`config.mk`:
```
export PLATFORM = sky130hd
export DESIGN_NAME = lru_key_recency_list
export DESIGN_NICKNAME = d
export VERILOG_FILES = /design/src/hdl/lkrl_pkg.sv /design/src/hdl/lru_key_recency_list.sv /design/src/hdl/lkrl_cell.sv
export SDC_FILE = /design/constraint.sdc
export NUM_CORES = 1
export LEC_CHECK = 0
export ABC_AREA = 1
export BUFFER_PORTS_ARGS = -buffer_cell sky130_fd_sc_hd__buf_2
export CAP_MARGIN = 20
export CORE_MARGIN = 4
export CORE_UTILIZATION = 55
export CTS_CLUSTER_SIZE = 40
export DETAILED_ROUTE_END_ITERATION = 10
export PLACE_DENSITY = 0.72
export SLEW_MARGIN = 20
export SYNTH_ARGS = -nofsm -noshare
export SYNTH_HDL_FRONTEND = slang
export SYNTH_SLANG_ARGS = --single-unit
```
`constraint.sdc`:
```
create_clock -name clock -period 8.5 [get_ports clock]
set_input_delay 1.275 -clock clock [delete_from_list [all_inputs] [get_ports clock]]
set_output_delay 1.275 -clock clock [all_outputs]
set_load 0.02 [all_outputs]
```
`src/hdl/lkrl_pkg.sv`:
```
// Shared widths for the LRU key recency list.
package lkrl_pkg;

   // Fixed field widths of the request and response transactions
   localparam int KEY_W  = 16;
   localparam int RANK_W = 4;
   localparam int OCC_W  = 5;

endpackage

```
`src/hdl/lru_key_recency_list.sv`:
```
// Top level of the LRU key recency list: chain of key cells plus response register.
//
//   channel | direction | ports                                  | payload
//   req     | in        | req_valid, req_stall (out)             | req_access_key
//   rsp     | out       | rsp_valid, rsp_stall (in)              | rsp_was_hit, rsp_hit_rank,
//           |           |                                        | rsp_did_evict, rsp_evicted_key,
//           |           |                                        | rsp_occupancy
//
// One request is taken per cycle while req_stall is low; its response appears in the next cycle.
// The compare runs across all cells at once; the match-seen ripple through the
// chain of CAPACITY cells sets the longest path.
// Reset empties the list (count to zero); stored keys are not cleared.
// req_stall is high only while a response is held and rsp_stall is high.
module lru_key_recency_list #(
   parameter int CAPACITY = 16,
   parameter int KEY_BITS = 16
) (
   input  logic                               clock,
   input  logic                               reset,
   input  logic                               req_valid,
   output logic                               req_stall,
   input  logic [lkrl_pkg::KEY_W-1:0]         req_access_key,
   output logic                               rsp_valid,
   input  logic                               rsp_stall,
   output logic                               rsp_was_hit,
   output logic [lkrl_pkg::RANK_W-1:0]        rsp_hit_rank,
   output logic                               rsp_did_evict,
   output logic [lkrl_pkg::KEY_W-1:0]         rsp_evicted_key,
   output logic [lkrl_pkg::OCC_W-1:0]         rsp_occupancy
);

   localparam int KW = (KEY_BITS < lkrl_pkg::KEY_W) ? KEY_BITS : lkrl_pkg::KEY_W;
   localparam int CW = $clog2(CAPACITY + 1);
   localparam int RW = $clog2(CAPACITY);

   logic                accept;
   logic [KW-1:0]       key;
   logic [CW-1:0]       count_ff;
   logic [CW-1:0]       count_in;
   logic                full;
   logic                hit;
   logic                evict;
   logic [RW-1:0]       rank;
   logic [CAPACITY-1:0] match;
   logic [CAPACITY:0]   seen;
   logic [KW-1:0]       chain_key [CAPACITY+1];

   logic                       rsp_valid_ff;
   logic                       rsp_valid_in;
   logic                       was_hit_ff;
   logic [lkrl_pkg::RANK_W-1:0] hit_rank_ff;
   logic                       did_evict_ff;
   logic [lkrl_pkg::KEY_W-1:0] evicted_key_ff;
   logic [lkrl_pkg::OCC_W-1:0] occupancy_ff;

   // Handshake: hold off requests only while a response is stuck
   assign req_stall = rsp_valid_ff && rsp_stall;
   assign accept    = req_valid && !req_stall;

   assign key          = req_access_key[KW-1:0];
   assign chain_key[0] = key;
   assign seen[0]      = 1'b0;

   // Row of cells; slot 0 is the most recent key
   for (genvar i = 0; i < CAPACITY; i++) begin : g_cell
      lkrl_cell #(
         .KW    (KW),
         .CW    (CW),
         .INDEX (i)
      ) u_cell (
         .clock      (clock),
         .accept     (accept),
         .count      (count_ff),
         .access_key (key),
         .key_prev   (chain_key[i]),
         .seen_in    (seen[i]),
         .seen_out   (seen[i+1]),
         .match      (match[i]),
         .key_out    (chain_key[i+1])
      );
   end

   // Keys are distinct, so at most one cell matches: OR its index together
   always_comb begin
      rank = '0;
      for (int i = 0; i < CAPACITY; i++) begin
         if (match[i]) begin
            rank = rank | RW'(i);
         end
      end
   end

   assign hit   = seen[CAPACITY];
   assign full  = count_ff == CW'(CAPACITY);
   assign evict = !hit && full;

   // Occupancy grows on a miss with room left
   always_comb begin
      count_in = count_ff;
      if (accept && !hit && !full) begin
         count_in = count_ff + CW'(1);
      end
   end

   always_ff @(posedge clock) begin
      if (reset) begin
         count_ff <= '0;
      end else begin
         count_ff <= count_in;
      end
   end

   // Response register
   assign rsp_valid_in = accept || (rsp_valid_ff && rsp_stall);

   always_ff @(posedge clock) begin
      if (reset) begin
         rsp_valid_ff <= 1'b0;
      end else begin
         rsp_valid_ff <= rsp_valid_in;
      end
   end

   always_ff @(posedge clock) begin
      if (accept) begin
         was_hit_ff     <= hit;
         hit_rank_ff    <= hit ? lkrl_pkg::RANK_W'(rank) : '0;
         did_evict_ff   <= evict;
         evicted_key_ff <= evict ? lkrl_pkg::KEY_W'(chain_key[CAPACITY]) : '0;
         occupancy_ff   <= lkrl_pkg::OCC_W'(count_in);
      end
   end

   assign rsp_valid       = rsp_valid_ff;
   assign rsp_was_hit     = was_hit_ff;
   assign rsp_hit_rank    = hit_rank_ff;
   assign rsp_did_evict   = did_evict_ff;
   assign rsp_evicted_key = evicted_key_ff;
   assign rsp_occupancy   = occupancy_ff;

endmodule

```
`src/hdl/lkrl_cell.sv`:
```
// One slot of the recency chain: holds a key, compares it, shifts from its neighbor.
module lkrl_cell #(
   parameter int KW    = 16,
   parameter int CW    = 5,
   parameter int INDEX = 0
) (
   input  logic          clock,
   input  logic          accept,     // a request transaction enters this cycle
   input  logic [CW-1:0] count,      // keys stored before this transaction
   input  logic [KW-1:0] access_key,
   input  logic [KW-1:0] key_prev,   // key of the more recent neighbor
   input  logic          seen_in,    // a match sits in a more recent slot
   output logic          seen_out,
   output logic          match,
   output logic [KW-1:0] key_out
);

   logic [KW-1:0] key_ff;
   logic [KW-1:0] key_in;
   logic          occupied;
   logic          shift;

   // Slot holds a live key only below the current count
   assign occupied = CW'(INDEX) < count;
   assign match    = occupied && (key_ff == access_key);
   assign seen_out = seen_in | match;

   // Every slot up to and including the hit moves back by one; on a miss every slot does
   assign shift  = accept && !seen_in;
   assign key_in = shift ? key_prev : key_ff;

   always_ff @(posedge clock) begin
      key_ff <= key_in;
   end

   assign key_out = key_ff;

endmodule

```
=== Yosys cells after proc, flatten, opt, wreduce, memory -nomap -nowiden ===
Index checks and enable logic that the tools add are counted.

* Register bits: 289
* Input bits: 20
* Output and inout port bits: 29
* Word-level logic and storage cells: 143

* Multiplexer cells: 16
* Equal/unequal tests: 17
* Reduce and logical (&&, ||, !) cells: 55
* Add/subtract/negate cells: 1
* $lt $le $gt $ge: 16
* Bitwise logic cells: 15

{| class="wikitable"
|+ Operator list
! operator !! number
|-
| $eq 16x16->1 || 16
|-
| $lt 4x5->1 const A || 8
|-
| $logic_and 1x1->1 || 36
|-
| $mux 4 || 8
|-
| $lt 3x5->1 const A || 4
|-
| $logic_not 1->1 || 18
|-
| $or 1x1->1 || 15
|-
| $mux 3 || 4
|-
| $lt 1x5->1 const A || 2
|-
| $lt 2x5->1 const A || 2
|-
| $add 5x1->5 const B || 1
|-
| $eq 5x5->1 const B || 1
|-
| $mux 5 || 1
|-
| $mux 2 || 2
|-
| $logic_or 1x1->1 || 1
|-
| $mux 1 || 1
|}

=== Longest topological paths before layout ===
* Depth in word-level cells: 21
* Mapped depth: 18
* Mapped depth without buffers: 16

=== Modules after synthesis ===
Synthesis repeated with hierarchy kept, for this count alone.

* Cell total of the unflattened synthesis: 1913
* Area total of the unflattened synthesis: 15571.2 µm²

{| class="wikitable"
|+ Modules (own cells, without submodules)
! module !! cells each !! instances !! area each (µm²) !! seq. area each (µm²)
|-
| lkrl_cell (g_cell[10].u_cell ...) || 116 || 2 || 898.4 || 480.5
|-
| lkrl_cell (g_cell[13].u_cell ...) || 102 || 2 || 854.6 || 480.5
|-
| lru_key_recency_list || 137 || 1 || 1451.4 || 930.9
|-
| lkrl_cell (g_cell[15].u_cell) || 130 || 1 || 938.4 || 480.5
|-
| lkrl_cell (g_cell[7].u_cell) || 125 || 1 || 933.4 || 480.5
|-
| lkrl_cell (g_cell[12].u_cell) || 119 || 1 || 910.9 || 480.5
|-
| lkrl_cell (g_cell[4].u_cell) || 116 || 1 || 892.1 || 480.5
|-
| lkrl_cell (g_cell[3].u_cell) || 110 || 1 || 887.1 || 480.5
|-
| lkrl_cell (g_cell[1].u_cell) || 109 || 1 || 883.3 || 480.5
|-
| lkrl_cell (g_cell[11].u_cell) || 107 || 1 || 879.6 || 480.5
|-
| lkrl_cell (g_cell[5].u_cell) || 111 || 1 || 877.1 || 480.5
|-
| lkrl_cell (g_cell[0].u_cell) || 106 || 1 || 869.6 || 480.5
|-
| lkrl_cell (g_cell[9].u_cell) || 104 || 1 || 859.6 || 480.5
|-
| lkrl_cell (g_cell[2].u_cell) || 101 || 1 || 857.1 || 480.5
|-
| lkrl_cell (g_cell[14].u_cell) || 102 || 1 || 825.8 || 480.5
|}

=== Worst setup path before layout ===
OpenSTA, ideal clock, no wires.

* Path type: in2reg
* Start point: input port rsp_stall
* End point: register g_cell[7].u_cell.key_ff[0] (enable)
* Data arrival time: 6.609 ns
* Data required time: 8.101 ns
* Library setup time: 0.399 ns
* Stages on the path: 9
* Setup slack: 1.493 ns
* Path buffers: 0
* Cells stage by stage: nand2_1 -> inv_1 -> nor2_1 -> nand2_1 -> nor2_1 -> nand2_1 -> a31oi_1 -> nand2_1 -> a31oi_1

* Cells in the longest elaborated chain, start to end: 4

{| class="wikitable"
|+ RTL lines
! what !! line !! source
|-
| from (decl) || lru_key_recency_list.sv:24 || <nowiki>input logic rsp_stall,</nowiki>
|-
| $logic_and 1x1->1 || lru_key_recency_list.sv:57 || <nowiki>assign req_stall = rsp_valid_ff && rsp_stall;</nowiki>
|-
| net req_stall || lru_key_recency_list.sv:21 || <nowiki>output logic req_stall,</nowiki>
|-
| $logic_not 1->1 || lru_key_recency_list.sv:58 || <nowiki>assign accept = req_valid && !req_stall;</nowiki>
|-
| $logic_and 1x1->1 || lru_key_recency_list.sv:58 ||
|-
| net accept || lru_key_recency_list.sv:36 || <nowiki>logic accept;</nowiki>
|-
| $logic_and 1x1->1 || lkrl_cell.sv:29 || <nowiki>assign shift = accept && !seen_in;</nowiki>
|-
| net g_cell[7].u_cell.shift || lkrl_cell.sv:21 || <nowiki>logic shift;</nowiki>
|-
| to (signal assigned) || lkrl_cell.sv:33 || <nowiki>key_ff <= key_in;</nowiki>
|-
| to (decl) || lkrl_cell.sv:18 || <nowiki>logic [KW-1:0] key_ff;</nowiki>
|}

The timed path passes the listed nets, and every way through them passes these cells.
A chain may end at the register's enable or synchronous reset.

=== Worst setup path after layout ===
* Start point: input port req_access_key[7] (netlist bit)
* End point: register g_cell[11].u_cell.key_ff[5] (enable)

* Cells in the longest elaborated chain, start to end: 14
* Elaborated cells on any way between the ends: 34
* Classes of those cells: eq/ne: 11; bitwise: 10; reduce/logical: 13

{| class="wikitable"
|+ RTL lines
! what !! line !! source
|-
| from (decl) || lru_key_recency_list.sv:22 || <nowiki>input logic [lkrl_pkg::KEY_W-1:0] req_access_key,</nowiki>
|-
| $eq 16x16->1 || lkrl_cell.sv:25 || <nowiki>assign match = occupied && (key_ff == access_key);</nowiki>
|-
| $logic_and 1x1->1 || lkrl_cell.sv:25 ||
|-
| $or 1x1->1 (9 in a row) || lkrl_cell.sv:26 || <nowiki>assign seen_out = seen_in | match;</nowiki>
|-
| $or 1x1->1 (*) || lkrl_cell.sv:26 ||
|-
| $logic_not 1->1 (*) || lkrl_cell.sv:29 ||
|-
| $logic_and 1x1->1 (*) || lkrl_cell.sv:29 ||
|-
| net g_cell[11].u_cell.shift || lkrl_cell.sv:21 ||
|-
| to (signal assigned) || lkrl_cell.sv:33 ||
|-
| to (decl) || lkrl_cell.sv:18 ||
|}

The timed path passes the listed nets; every way through them passes the cells marked *.

==> flow_summary.yaml <==
global_routing:
  grt_antenna_before_repair: 0
  grt_max_degree: 46
  globalRouteTotalUtil: 0.282
  grt_pass1_wl_um: 60500
  grt_pass1_vias: 10188
  overflow: 0
timing:
  setup_tns_ns: 0
  rsz0062_at_grt: "no"
  setup_viol: 0
  period_needed_ns: 4.94
  finalMaxSlewViolations: 0
  setup_ws_ns: 3.56
  maxSlewHeadroom: 0.282
  max_freq_mhz: 202
  fin_skew_ns: 0.0175
  timing.final.crit_share: 0.582
  hold_violations: 0
  worst_pin_slew_ns: 1.07
critical_path:
  worst-path-max-fanout: 19
  critical_path.top_delay_family: "simple AND/OR/NAND/NOR gates"
  path_cells: "buf_2, inv_2, o21ai_1, nor2_1, nand2_1, nor2_1, nand3_1, nand2_1, nor2_4, nand2_1, a31oi_2, and3_1"
  crit_type: "in2reg"
  crit_top_cell: "nand2_1"
  critPathLaunchType: "input pin"
  worst-path-buf-inv: 2
  required_ns: 8.69
  cp-end-kind: "register"
  crit_arrival_ns: 5.13
  crit_slowest_cell: "a31oi_2"
  slowest_delay_ns: 0.87
detailed_routing:
  firstDrtPassIters: 7
  ant_nets: 0
  met1Wirelength_um: 15500
  top_layer: "met4"
  route.detailed.drc: 0
  avgRoutedWirePerCell_um: 21.3
  dr_wl_met3_um: 3910
  first_iter_violations: 1349
  vias: 10500
  wl_um: 40200
  vias_per_cell: 5.56
  met2_wirelength_um: 19200
floorplan:
  die_w_um: 168
  core_um2: 25300
  dieHeight_um: 168
  dieArea_um2: 28400
  io_pins: 49
  rows: 58
  start_util: 0.560
yosys:
  synth_top_cells_by_area: "edfxtp_1, nand2_1, nor2_1"
  yosys.cell_types.count: 38
  synth_edf_count: 283
  synth_area_leader_cell: "edfxtp_1"
  postSynthCellCount: 1491
  synth_nets: 1513
  seq_area_frac_synth: 0.609
  avgSynthCellArea_um2: 9.49
  synth_top_area_share: 0.601
  async_flop_share: 0
  synth-seq-cells: 289
  synth_ff_type: "edfxtp_1"
  yosys_warnings: 0
  synth_area_um2: 14100
power:
  p_leak_uw: 0.00691
  ir_worst_vdd_mv: 0.221
  powerDensity_nw_per_um2: 226
run_status:
  outcome: "complete, no violations"
clock_network:
  clk_latency_ns: 0.57
  cts_tree: "built"
  cts_hold_buf: 0
  cts.path.max_buffers: 3
  cts_setup_buffers: 0
  cts_buffers: 30
  htree_levels: 1
  cts_resized: 0
  cts_root_buf: "clkbuf_16"
  clock-sinks: 289
  path_clk_slew_ns: 0.06
final_layout:
  area_growth_pct: 10.7
  fillCellCount: 2088
  final_common_cell: "nand2_1"
  mostFrequentLayoutCells: "nand2_1, edfxtp_1, nor2_1"
  fin_nets: 1558
  drive_gt1_frac: 0.0981
  antenna_cells: 0
run:
  drv_cap: 0
placed_design:
  place.gp.congestion: 0.914
  io_buffers: 48
  pre_cts_ws_ns: 3.03
  place_hpwl_um: 27700
min_path:
  hp-class: "reg2reg"
[final cells by class]
cell class                 count  area [um^2]  share of cell area
sequential                   289         8620               0.550
multi-input combinational    971         4520               0.289
clock buffer                  39          836              0.0534
inverter                     189          709              0.0453
tap                          330          413              0.0264
timing repair buffer          55          293              0.0187
clock inverter                16          267              0.0170
[cells in the mapped netlist, types with 7 or more instances]
| master | instances |
|---|---|
| nand3_1 | 39 |
| o21ai_1 | 10 |
| nor2_1 | 191 |
| inv_2 | 21 |
| nor2_2 | 11 |
| buf_4 | 28 |
| nand4_1 | 19 |
| nand2_1 | 510 |
| o21ai_0 | 29 |
| buf_2 | 9 |
| nor3_1 | 17 |
| edfxtp_1 | 283 |
| inv_1 | 168 |
| xor2_1 | 51 |
| xnor2_1 | 44 |
| nor3b_1 | 7 |
[final timing paths]
path | to | depth (start not counted) | slack (ns) | from
max | g_cell[11].u_cell.key_out[5] | 12 | 3.56 | req_access_key[7]
min | g_cell[8].u_cell.key_out[4] | 0 | 0.45 | g_cell[7].u_cell.key_out[4]
max reg2reg | g_cell[11].u_cell.key_out[5] | 10 | 4.31 | count_ff[4]
min reg2reg | g_cell[8].u_cell.key_out[4] | 0 | 0.45 | g_cell[7].u_cell.key_out[4]
[where the power goes]
part / internal, uW / leakage, uW / switching [uW]
Sequential: 1670 / 0.00280 / 72.5
Clock: 905 / 0.000540 / 569
Combinational: 95.3 / 0.00357 / 229
[registers in the layout (all words and copies together), names as in the netlist]
name / flops
g_cell.u_cell.key_out: 256
rsp_evicted_key: 16
count_ff: 5
rsp_occupancy: 5
rsp_hit_rank: 4
rsp_did_evict: 1
rsp_valid: 1
rsp_was_hit: 1
[metrics by stage]
| stage | std cells | total power, uW | hold WS, ns | util | area [um^2] |
|---|---|---|---|---|---|
| final | 1889 | 3540 | 0.452 | 0.620 | 15700 |
| after global routing | 1889 | 3650 | 0.466 | 0.620 | 15700 |
| after CTS | 1889 | 3540 | 0.458 | 0.620 | 15700 |
| after detailed placement | 1834 | 2090 | 0.440 | 0.576 | 14600 |
| after global placement | 1834 | 2080 | 0.441 | 0.576 | 14600 |
| after floorplan | 1491 | 1970 | 0.426 | - | 14100 |
[per-layer routing]
layer,vias to the layer above,track usage
li1,4845,-
met1,4939,0.378
met2,603,0.467
met3,113,0.0493
met4,0,0.104
met5,-,0
[logic make-up after synthesis]
| logic type | synth area share |
|---|---|
| buffers and inverters | 0.0722 |
| XOR/XNOR | 0.0588 |
| AND/OR/NAND/NOR | 0.238 |
| flip-flops | 0.609 |
| AO/OA/AOI/OAI | 0.0204 |
| adder cells (fa/ha/maj) | 0.00177 |
No activity file was read; power rests on OpenSTA's default activity.
